$ cat src/assert_macros.svh
// Assertion macros for the box transform block.
// Included by RTL files that carry concurrent checks; empty under synthesis.
`ifndef ASSERT_MACROS_SVH
`define ASSERT_MACROS_SVH
`ifndef SYNTHESIS
`define ASSERT_IMPLIES(label, clk, rst_n, pre, post) \
  label: assert property (@(posedge clk) disable iff (!rst_n) (pre) |-> (post)) \
    else $error("assertion failed");
`define ASSERT_NEXT(label, clk, rst_n, pre, post) \
  label: assert property (@(posedge clk) disable iff (!rst_n) (pre) |=> (post)) \
    else $error("assertion failed");
`else
`define ASSERT_IMPLIES(label, clk, rst_n, pre, post)
`define ASSERT_NEXT(label, clk, rst_n, pre, post)
`endif
`endif

$ cat src/bta_pkg.sv
// Package for the box transform block: payload types, states and limits.
// No dependencies.
package bta_pkg;
  localparam int unsigned DataW = 32;
  localparam int unsigned SumW  = 36;

  typedef struct packed {
    logic [1:0]        row_index;
    logic signed [31:0] entry_a;
    logic signed [31:0] entry_b;
    logic signed [31:0] entry_c;
    logic signed [31:0] entry_d;
  } row_t;

  typedef struct packed {
    logic signed [31:0] low_x;
    logic signed [31:0] low_y;
    logic signed [31:0] low_z;
    logic signed [31:0] high_x;
    logic signed [31:0] high_y;
    logic signed [31:0] high_z;
    logic               w_fault;
  } box_t;

  typedef enum logic [2:0] {
    ST_IDLE, ST_SUM, ST_DIV_START, ST_DIV_WAIT, ST_NEXT, ST_OUT
  } state_e;

  localparam logic [1:0] LastRow = 2'd3;
endpackage

$ cat src/bta_if.sv
// Valid/ready channel interfaces for the box transform block.
// Depends on bta_pkg.
interface bta_row_if;
  import bta_pkg::*;
  logic valid;
  logic ready;
  row_t data;
  modport source (output valid, output data, input ready);
  modport sink   (input valid, input data, output ready);
endinterface

interface bta_box_if;
  import bta_pkg::*;
  logic valid;
  logic ready;
  box_t data;
  modport source (output valid, output data, input ready);
  modport sink   (input valid, input data, output ready);
endinterface

$ cat src/box_transform_aabb.sv
// Box transform AABB: takes a 4x4 Q-format matrix as four row transfers (row 0..3).
// Rows 0..2 are stored. Row 3 starts a sequencer that, for each of 8 corners,
// forms 4 sums in a shared adder, then runs 3 divides through one bit-serial
// divider, then steps to the next corner. No rows are accepted while the
// sequencer runs. The box waits in an output register until taken, so rows
// are accepted meanwhile; the sequencer holds in its last state only while
// the previous box is still untaken. w_fault flags zero w or saturation.
module box_transform_aabb #(
  parameter int unsigned FRAC_BITS = 16
) (
  input logic clk_i,
  input logic rst_ni,
  bta_row_if.sink   row_i,
  bta_box_if.source box_o
);
  import bta_pkg::*;
`include "assert_macros.svh"

  logic signed [DataW-1:0] mat_q [12];
  logic signed [DataW-1:0] r3_q [4];
  logic signed [SumW-1:0]  v_q [4];
  state_e     state_q, state_d;
  logic [2:0] corner_q, corner_d;
  logic [1:0] col_q, col_d;
  logic [1:0] axis_q, axis_d;
  logic       fault_q, fault_d;
  logic signed [DataW-1:0] lo_q [3];
  logic signed [DataW-1:0] hi_q [3];
  logic       out_valid_q;
  box_t       box_q;
  logic       out_load;
  logic       div_start, div_done, div_fault;
  logic signed [DataW-1:0] quo;
  logic signed [SumW-1:0]  sum;
  logic       row_acc;

  assign row_i.ready = (state_q == ST_IDLE);
  assign row_acc = row_i.valid && row_i.ready;
  // finished box moves to the output register once the previous one is gone
  assign out_load = (state_q == ST_OUT) && (!out_valid_q || box_o.ready);

  // one column sum per cycle: +-m0 +-m1 +-m2 + 2*m3
  always_comb begin
    logic signed [SumW-1:0] t0, t1, t2;
    t0 = SumW'(mat_q[{2'd0, col_q}]);
    t1 = SumW'(mat_q[4'd4 + {2'd0, col_q}]);
    t2 = SumW'(mat_q[4'd8 + {2'd0, col_q}]);
    sum = (corner_q[0] ? t0 : -t0) + (corner_q[1] ? t1 : -t1)
        + (corner_q[2] ? t2 : -t2) + (SumW'(r3_q[col_q]) <<< 1);
  end

  bta_div #(.FRAC_BITS(FRAC_BITS)) u_div (
    .clk_i, .rst_ni, .start_i(div_start), .num_i(v_q[axis_q]), .den_i(v_q[3]),
    .done_o(div_done), .quo_o(quo), .fault_o(div_fault)
  );

  always_comb begin
    state_d = state_q; corner_d = corner_q; col_d = col_q; axis_d = axis_q;
    fault_d = fault_q; div_start = 1'b0;
    unique case (state_q)
      ST_IDLE: begin
        if (row_acc && row_i.data.row_index == LastRow) begin
          state_d = ST_SUM; corner_d = '0; col_d = '0; fault_d = 1'b0;
        end
      end
      ST_SUM: begin
        col_d = col_q + 2'd1;
        if (col_q == 2'd3) begin
          state_d = ST_DIV_START; axis_d = '0;
        end
      end
      ST_DIV_START: begin
        div_start = 1'b1; state_d = ST_DIV_WAIT;
      end
      ST_DIV_WAIT: begin
        if (div_done) begin
          fault_d = fault_q | div_fault;
          if (axis_q == 2'd2) state_d = ST_NEXT;
          else begin
            axis_d = axis_q + 2'd1; state_d = ST_DIV_START;
          end
        end
      end
      ST_NEXT: begin
        corner_d = corner_q + 3'd1;
        state_d = (corner_q == 3'd7) ? ST_OUT : ST_SUM;
      end
      ST_OUT: begin
        if (out_load) state_d = ST_IDLE;
      end
      default: state_d = ST_IDLE;
    endcase
  end

  always_ff @(posedge clk_i or negedge rst_ni) begin
    if (!rst_ni) begin
      state_q <= ST_IDLE; corner_q <= '0; col_q <= '0; axis_q <= '0;
      fault_q <= 1'b0; out_valid_q <= 1'b0;
    end else begin
      state_q <= state_d; corner_q <= corner_d; col_q <= col_d;
      axis_q <= axis_d; fault_q <= fault_d;
      if (out_load) out_valid_q <= 1'b1;
      else if (box_o.ready) out_valid_q <= 1'b0;
    end
  end

  always_ff @(posedge clk_i) begin
    if (row_acc) begin
      if (row_i.data.row_index == LastRow) begin
        r3_q[0] <= row_i.data.entry_a; r3_q[1] <= row_i.data.entry_b;
        r3_q[2] <= row_i.data.entry_c; r3_q[3] <= row_i.data.entry_d;
      end else begin
        mat_q[{row_i.data.row_index, 2'd0}] <= row_i.data.entry_a;
        mat_q[{row_i.data.row_index, 2'd1}] <= row_i.data.entry_b;
        mat_q[{row_i.data.row_index, 2'd2}] <= row_i.data.entry_c;
        mat_q[{row_i.data.row_index, 2'd3}] <= row_i.data.entry_d;
      end
    end
    if (state_q == ST_SUM) v_q[col_q] <= sum;
    if (state_q == ST_DIV_WAIT && div_done) begin
      if (corner_q == 3'd0 || quo < lo_q[axis_q]) lo_q[axis_q] <= quo;
      if (corner_q == 3'd0 || quo > hi_q[axis_q]) hi_q[axis_q] <= quo;
    end
    if (out_load) begin
      box_q <= '{low_x: lo_q[0], low_y: lo_q[1], low_z: lo_q[2],
                 high_x: hi_q[0], high_y: hi_q[1], high_z: hi_q[2],
                 w_fault: fault_q};
    end
  end

  assign box_o.valid = out_valid_q;
  assign box_o.data = box_q;

  `ASSERT_IMPLIES(a_no_accept_busy, clk_i, rst_ni, state_q != ST_IDLE, !row_i.ready)
  `ASSERT_NEXT(a_out_held, clk_i, rst_ni, out_valid_q && !box_o.ready, out_valid_q)
  `ASSERT_NEXT(a_out_after_seq, clk_i, rst_ni, out_load, out_valid_q)
endmodule

$ cat src/bta_div.sv
// Bit-serial signed fixed-point divider with saturation for the box block.
// Depends on bta_pkg.
module bta_div #(
  parameter int unsigned FRAC_BITS = 16
) (
  input  logic clk_i,
  input  logic rst_ni,
  input  logic start_i,
  input  logic signed [bta_pkg::SumW-1:0] num_i,
  input  logic signed [bta_pkg::SumW-1:0] den_i,
  output logic done_o,
  output logic signed [bta_pkg::DataW-1:0] quo_o,
  output logic fault_o
);
  import bta_pkg::*;
  localparam int unsigned DivW = SumW + FRAC_BITS;
  localparam int unsigned CntW = $clog2(DivW + 1);

  logic [DivW-1:0]  dvd_q, dvd_d;
  logic [SumW:0]    rem_q, rem_d;
  logic [SumW-1:0]  dvs_q, dvs_d;
  logic [CntW-1:0]  cnt_q, cnt_d;
  logic             busy_q, busy_d, neg_q, neg_d, zero_q, zero_d, nsgn_q, nsgn_d;
  logic             done_q, done_d;
  logic [SumW:0]    trial;
  logic [DivW-1:0]  q_abs;
  logic [SumW-1:0]  un, uw;

  assign un = num_i[SumW-1] ? SumW'(-num_i) : SumW'(num_i);
  assign uw = den_i[SumW-1] ? SumW'(-den_i) : SumW'(den_i);
  assign trial = {rem_q[SumW-1:0], dvd_q[DivW-1]} - {1'b0, dvs_q};

  always_comb begin
    dvd_d = dvd_q; rem_d = rem_q; dvs_d = dvs_q; cnt_d = cnt_q;
    busy_d = busy_q; neg_d = neg_q; zero_d = zero_q; nsgn_d = nsgn_q;
    done_d = 1'b0;
    if (start_i) begin
      dvd_d  = {un, {FRAC_BITS{1'b0}}};
      rem_d  = '0;
      dvs_d  = uw;
      cnt_d  = CntW'(DivW);
      busy_d = 1'b1;
      neg_d  = num_i[SumW-1] ^ den_i[SumW-1];
      zero_d = (den_i == '0);
      nsgn_d = num_i[SumW-1] ? 1'b0 : (num_i != '0);
    end else if (busy_q) begin
      if (!trial[SumW]) begin
        rem_d = trial;
        dvd_d = {dvd_q[DivW-2:0], 1'b1};
      end else begin
        rem_d = {rem_q[SumW-1:0], dvd_q[DivW-1]};
        dvd_d = {dvd_q[DivW-2:0], 1'b0};
      end
      cnt_d = cnt_q - 1'b1;
      if (cnt_q == CntW'(1)) begin
        busy_d = 1'b0;
        done_d = 1'b1;
      end
    end
  end

  always_ff @(posedge clk_i or negedge rst_ni) begin
    if (!rst_ni) begin
      busy_q <= 1'b0;
      done_q <= 1'b0;
      cnt_q  <= '0;
    end else begin
      busy_q <= busy_d;
      done_q <= done_d;
      cnt_q  <= cnt_d;
    end
  end

  always_ff @(posedge clk_i) begin
    dvd_q <= dvd_d; rem_q <= rem_d; dvs_q <= dvs_d;
    neg_q <= neg_d; zero_q <= zero_d; nsgn_q <= nsgn_d;
  end

  // dvd_q holds the quotient once done
  assign q_abs = dvd_q;
  assign done_o = done_q;

  always_comb begin
    fault_o = 1'b0;
    if (zero_q) begin
      // numerator sign was captured; zero numerator gives zero, neg gives min
      fault_o = 1'b1;
      if (nsgn_q) quo_o = {1'b0, {(DataW-1){1'b1}}};
      else if (neg_q) quo_o = {1'b1, {(DataW-1){1'b0}}};
      else quo_o = '0;
    end else if (neg_q) begin
      if (q_abs > DivW'({1'b1, {(DataW-1){1'b0}}})) begin
        fault_o = 1'b1;
        quo_o = {1'b1, {(DataW-1){1'b0}}};
      end else begin
        quo_o = DataW'(-q_abs);
      end
    end else if (q_abs > DivW'({1'b0, {(DataW-1){1'b1}}})) begin
      fault_o = 1'b1;
      quo_o = {1'b0, {(DataW-1){1'b1}}};
    end else begin
      quo_o = q_abs[DataW-1:0];
    end
  end
endmodule
$ cat src/flat_wrapper.sv
// flat-port wrapper written by rule: the top's interface ports become plain ports
module box_transform_aabb_flat import bta_pkg::*;
#(
  parameter int unsigned FRAC_BITS = 16
)
  (clk_i, rst_ni, row_i_valid, row_i_data, row_i_ready, box_o_valid, box_o_data, box_o_ready);
  bta_row_if row_i_i ();
  bta_box_if box_o_i ();
  input logic clk_i;
  input logic rst_ni;
  input wire logic [$bits(row_i_i.valid)-1:0] row_i_valid;
  input wire logic [$bits(row_i_i.data)-1:0] row_i_data;
  output wire logic [$bits(row_i_i.ready)-1:0] row_i_ready;
  output wire logic [$bits(box_o_i.valid)-1:0] box_o_valid;
  output wire logic [$bits(box_o_i.data)-1:0] box_o_data;
  input wire logic [$bits(box_o_i.ready)-1:0] box_o_ready;
  assign row_i_i.valid = row_i_valid;
  assign row_i_i.data = row_i_data;
  assign row_i_ready = row_i_i.ready;
  assign box_o_valid = box_o_i.valid;
  assign box_o_data = box_o_i.data;
  assign box_o_i.ready = box_o_ready;
  box_transform_aabb #(.FRAC_BITS(FRAC_BITS)) u_core (.clk_i(clk_i), .rst_ni(rst_ni), .row_i(row_i_i), .box_o(box_o_i));
endmodule
$ cat config.mk
export PLATFORM = sky130hd
export DESIGN_NAME = box_transform_aabb_flat
export DESIGN_NICKNAME = d
export VERILOG_FILES = /design/src/bta_pkg.sv /design/src/bta_if.sv /design/src/box_transform_aabb.sv /design/src/bta_div.sv /design/src/flat_wrapper.sv
export VERILOG_INCLUDE_DIRS = /design/src /design/src/src
export SDC_FILE = /design/constraint.sdc
export NUM_CORES = 2
export LEC_CHECK = 0
export BUFFER_PORTS_ARGS = -buffer_cell sky130_fd_sc_hd__buf_4
export CORE_ASPECT_RATIO = 1.2
export CORE_MARGIN = 1
export CORE_UTILIZATION = 25
export DETAILED_ROUTE_END_ITERATION = 10
export PLACE_DENSITY = 0.43
export SETUP_SLACK_MARGIN = 0.1
export SYNTH_ARGS = -nofsm -noshare
export SYNTH_HDL_FRONTEND = slang
export SYNTH_HIERARCHICAL = 1
export SYNTH_SLANG_ARGS = --single-unit
$ cat constraint.sdc
create_clock -name clk_i -period 14.9 [get_ports clk_i]
set_clock_uncertainty 0.15 [all_clocks]
set_input_delay 3.725 -clock clk_i [delete_from_list [all_inputs] [get_ports clk_i]]
set_output_delay 3.725 -clock clk_i [all_outputs]
set_load 0.01 [all_outputs]
Word level (Yosys, flattened, before mapping)
Memory sizes are Yosys's and may differ from the RTL's. A register that Yosys moved wholly into a read port is not among the register bits.
Index checks and enable logic that the tools add are counted.

cells by class
  add/subtract/negate cells = 16
  $mul = 0
  divide/modulo/power cells = 0
  $lt $le $gt $ge = 4
  equal/unequal tests = 15
  shift-type cells = 0
  mux-type cells = 62
  bitwise logic cells = 2
  reduce and logical (&&, ||, !) cells = 23

operator list
  operator                                               number
  2-to-1 mux 32 bit                                      6
  2-to-1 mux 36 bit                                      5
  negator 32 -> 36 bit                                   3
  2-to-1 mux 52 bit                                      2
  adder 36 bit                                           2
  negator 36 bit                                         2
  > comparator 52 x 31 -> 1 bit (second input constant)  1
  > comparator 52 x 32 -> 1 bit (second input constant)  1
  subtractor 37 x 36 -> 37 bit                           1
  adder 36 x 33 -> 36 bit                                1
  zero test 36 bit                                       1
  nonzero test 36 bit                                    1
  2-to-1 mux 35 bit                                      1
  > comparator 32 bit                                    1
  less-than comparator 32 bit                            1
  negator 32 bit                                         1
  2-to-1 mux 1 bit                                       30
  2-to-1 mux 3 bit                                       7
  case mux 3 bit (6 select lines)                        1
  2-to-1 mux 6 bit                                       2
  nonzero test 2 bit                                     6
  == test 3 bit (second input constant)                  3
  2-to-1 mux 2 bit                                       4
  case mux 2 bit (2 select lines)                        2
  other kinds (22)                                       37

storage, ports and cells
  register bits after elaboration = 148
  bits in latches = 0
  RAM bits = 848
  bits in read-only memories = 0
  bits of input ports = 134
  output and inout bits = 195
  logic and storage cells = 145
  memories = 5

memories
  memory        words  bits a word  rd ports  clocked after Yosys merged registers in  write ports  line                      source
  u_core.mat_q  12     32           3         0                                        4            box_transform_aabb.sv:19  logic signed [DataW-1:0] mat_q [12];
  u_core.v_q    4      36           2         0                                        1            box_transform_aabb.sv:21  logic signed [SumW-1:0] v_q [4];
  u_core.r3_q   4      32           1         0                                        4            box_transform_aabb.sv:20  logic signed [DataW-1:0] r3_q [4];
  u_core.hi_q   3      32           4         3                                        1            box_transform_aabb.sv:28  logic signed [DataW-1:0] hi_q [3];
  u_core.lo_q   3      32           4         3                                        1            box_transform_aabb.sv:27  logic signed [DataW-1:0] lo_q [3];

Logic depth before layout (Yosys ltp)
  word-level depth = 9
  depth in mapped cells = 30
  gate-level depth less buffers = 24

Cells and area by module
The synthesis kept the hierarchy.

modules (own cells, without submodules)
  module              instances  cells an instance  area each (um^2)  seq. area each (um^2)
  box_transform_aabb  1          2,517              47,013.8          33,482.1
  bta_div             1          1,099              9,729.3           3,493.4

Worst setup path before layout
Ideal clock, no wire load.

  path type = input-to-reg
  start = input row_i_data[129]
  end = memory u_core.mat_q[0][0] (enable)
  library setup time = 0.774 ns
  data arrival time = 12.559 ns
  data required time = 13.976 ns
  slack = 1.417 ns
  stages = 1
  buffers on the path = 0
  path through = nor3_1

RTL lines
  what             line                      source
  start, declared  flat_wrapper.sv:12        input wire logic [$bits(row_i_i.data)-1:0] row_i_data;
  end, declared    box_transform_aabb.sv:19

Worst setup path after layout
  start = register u_core.col_q[0]
  end = memory u_core.v_q[1][35], data pin

on the way
  longest elaborated chain between the ends = 7
  elaborated cells on any way between the ends = 13
  those cells by class = 8 x add/sub; 3 x mux; 2 x memory

ends and longest elaborated chain
  what                         line                       source
  start, declared              box_transform_aabb.sv:24   logic [1:0] col_q, col_d;
  start signal, assigned       box_transform_aabb.sv:100  state_q <= state_d; corner_q <= corner_d; col_q <= col_d;
  adder 3 x 2 -> 4 bit         box_transform_aabb.sv:46   t1 = SumW'(mat_q[4'd4 + {2'd0, col_q}]);
  memory (12 x 32 bit)         -
  negator 32 -> 36 bit         box_transform_aabb.sv:48   sum = (corner_q[0] ? t0 : -t0) + (corner_q[1] ? t1 : -t1)
  2-to-1 mux 36 bit            box_transform_aabb.sv:48
  adder 36 bit                 box_transform_aabb.sv:48
  adder 36 bit                 box_transform_aabb.sv:49   + (corner_q[2] ? t2 : -t2) + (SumW'(r3_q[col_q]) <<< 1);
  adder 36 x 33 -> 36 bit (*)  box_transform_aabb.sv:49
  named net u_core.sum[35]     box_transform_aabb.sv:34   logic signed [SumW-1:0] sum;
  end, declared                box_transform_aabb.sv:21

The timed path passes the listed nets; every way through them passes the cells marked *.

==> out/metrics.csv <==
stage,metric,value,unit
outcome,outcome,"complete, but fails checks",
outcome,violations,DRC,
routing,dr.pass1.iters,10,
floorplan,start_util,25.2,%
worst_setup_path,cpPeakStageDelay,0.79,ns
synth,synthesis.area,56700,um^2
floorplan,rows,191,
min_path,hold_end,u_core/box_o.data[176],
clock_tree,cts_tree,yes,
synth,syn_nets,3972,
clock_tree,hold_buffers,0,
worst_setup_path,reg2reg_to,u_core/v_q[1][35],
routing,postRouteAntennaNets,0,
synth,syn_area_per_cell,15.7,um^2
clock_tree,post_cts_buffers,0,
worst_setup_path,worst_ep_arrival_time,8.98,ns
synth,yosys.cell_count.top_type,edfxtp_1,
synth,synth_edf_count,1180,
worst_setup_path,path_cells,"buf_4, buf_4, buf_4, mux4_2, nor4_1, nor3b_1, nand2b_1, nor2_1, a21oi_1, xor2_1, fa_1, inv_1, fa_1, inv_1, ha_1, a21oi_1, nor2b_1, nor2_1, o21ai_0, a21o_1, o41ai_1, o21ai_0, xor2_1",
clock_tree,numCtsBuffers,139,
routing,first_iter_violations,1942,
worst_setup_path,cp_top_family,buffers and inverters,
synth,synth.ff_latch_count,1252,
timing,fmax,116,MHz
clock_tree,cts_sinks,1252,
timing,finalSetupViolations,0,
floorplan,die_area,229000,um^2
timing,rsz0062_at_grt,no,
timing,layout_min_cycle_time,8.65,ns
placed_design,placed_cells_incl_taps,6876,
final_layout,final_core_util,30.0,%
min_path,hp-start,u_core/lo_q[0][15],
clock_tree,cts_htree_levels,4,
clock_tree,clk_latency,0.80,ns
worst_setup_path,rr_worst_depth,23,
routing,viasPerCell,4.43,
synth,netlist_instances,3616,
synth,ys_seq_area_share,65.2,%
timing,fin_crit_sh,58.0,%
placed_design,place_hpwl,105,mm
routing,avgRoutedWirePerCell,20.8,um
synth,ys_types,89,
synth,synth_top_area_share,62.4,%
worst_setup_path,worstSetupPathType,flip-flop to flip-flop,
worst_setup_path,crit_path_top_delay_cell,dfrtp_4,
placed_design,port_buffers,328,
worst_setup_path,crit_top_cell,buf_4,
synth,synthFlopType,edfxtp_1,
grt,antenna_found_initial,3,
synth,synth_commonest_cells,"1180 x edfxtp_1, 316 x inv_1, 206 x mux4_2",
placed_design,routabilityCongestion,0.803,
routing,drc,50,
clock_tree,clock_path_buffers,3,
worst_setup_path,cp_max_fo,37,
worst_setup_path,worstSetupStartpointType,flip-flop,
floorplan,die_h,524,um
grt,grt_pass1_wl,219,mm
final_layout,drive_above_1_share,20.8,%
timing,worstMarginPinSlew,1.07,ns
worst_setup_path,worstPathRequired,15.23,ns
timing,fin_tns_setup,0,ns
worst_setup_path,critPathBufInv,5,
synth,yosysWarnings,6,
clock_tree,cts_resized,0,
grt,grt_max_degree,125,
worst_setup_path,end_kind,flip-flop,
clock_tree,cts_root_buf,clkbuf_16,
final_layout,area_growth,19.2,%
timing,finalHoldViolations,0,
final_layout,instances_no_fill,7132,
job,drv_cap,0,
final_layout,nNetsFinal,4382,
timing,drv_slew,0,
min_path,hold_depth,0,
clock_tree,clk_pin_slew_worst_paths,0.06,ns
synth,synth_area_leaders,"edfxtp_1 62%, mux4_2 8.2%, ha_1 3.3%, fa_1 2.5%, inv_1 2.1%",
timing,slew_headroom,27.4,%
timing,worst_hold_slack,0.289,ns
floorplan,io-pin-count,329,
floorplan,core_area,226000,um^2
grt,grt_overflow,0,
grt,grt_pass1_vias,32688,
routing,vias,31607,
synth,async_reset_ff_share,1.60,%
min_path,hp-class,flip-flop to flip-flop,
worst_setup_path,r2r_slack,6.25,ns
routing,routed_wl,148,mm
worst_setup_path,timing.rr.start,u_core/col_q[0],
floorplan,fp.dieW,437,um
grt,grt_usage,12.7,%
synth,synth_top_area_cell,edfxtp_1,
through the flow:
step	cell area [um^2]	worst slack [ns]
after floorplan	56700	1.42
after global placement	63000	6.09
after detailed placement	63000	6.04
after CTS	67600	5.97
after global routing	67600	5.37
final	67600	6.25
cells by family (layout without fill, tap and decap cells):
| family | Yosys count | after routing | synth area share [%] |
|---|---|---|---|
| compound gates | 544 | 544 | 6.31 |
| other cells | 0 | 1 | 0 |
| xor+xnor | 237 | 237 | 3.67 |
| flops | 1252 | 1252 | 65.2 |
| fa+ha+maj | 222 | 222 | 5.83 |
| simple gates | 635 | 635 | 5.73 |
| buf+inv | 448 | 972 | 3.21 |
| mux | 278 | 278 | 10.1 |
cell usage in the layout, fill, tap and decap left out, drive strengths merged, types with 34 or more instances in the layout:
cell type	instances
edfxtp	1180
buf	397
inv	324
mux4	228
nor2	188
clkbuf	176
ha	151
a21oi	151
nand2	141
xnor2	135
o21ai	107
xor2	102
fa	71
nor3	62
clkinv	56
a21o	52
dfxtp	52
mux2i	47
a22o	37
nand2b	34
area by class of cell:
class / instances / area, um^2
clock buffers: 176 / 3690
diodes: 1 / 2.50
well taps: 2991 / 3740
fillers: 22575 / 158000
repair buffers: 397 / 2990
inverters: 320 / 1210
clock inverters: 79 / 930
flip-flops and latches: 1252 / 37000
multi-input cells: 1916 / 18100
metal layers:
layer	global-route usage, %	wire (um)	vias to the layer above
li1	-	-	14638
met1	16.8	66400	16091
met2	21.5	72500	682
met3	1.92	5600	196
met4	3.86	3570	0
met5	0	0	-
how the worst max path moves through the flow:
stage / to / startpoint / slack [ns] / cells after the start
global placement: u_core/v_q[0][35] / u_core/col_q[0] / 6.09 / 23
finish: u_core/v_q[1][35] / u_core/col_q[0] / 6.25 / 23
floorplan: u_core/mat_q[0][0] / row_i_data[129] / 1.42 / 1
detailed placement: u_core/v_q[1][35] / u_core/col_q[0] / 6.04 / 23
CTS: u_core/v_q[1][35] / u_core/col_q[0] / 5.97 / 23
global route: u_core/v_q[1][35] / u_core/col_q[0] / 5.37 / 23
flip-flops by register name (all words and copies together), names as in the netlist, 2 cells and up:
| register | flops |
|---|---|
| u_core/mat_q | 384 |
| u_core/box_o.data | 193 |
| u_core/v_q | 144 |
| u_core/hi_q | 128 |
| u_core/lo_q | 128 |
| u_core/r3_q | 128 |
| u_core/u_div/dvd_q | 52 |
| u_core/u_div/dvs_q | 36 |
| u_core/u_div/rem_q | 36 |
| u_core/u_div/cnt_q | 6 |
| u_core/corner_q | 3 |
| u_core/state_q | 3 |
| u_core/axis_q | 2 |
| u_core/col_q | 2 |
Power is not shown: default switching activity piles up to over one toggle a cycle in this logic, so the estimate is an artifact.
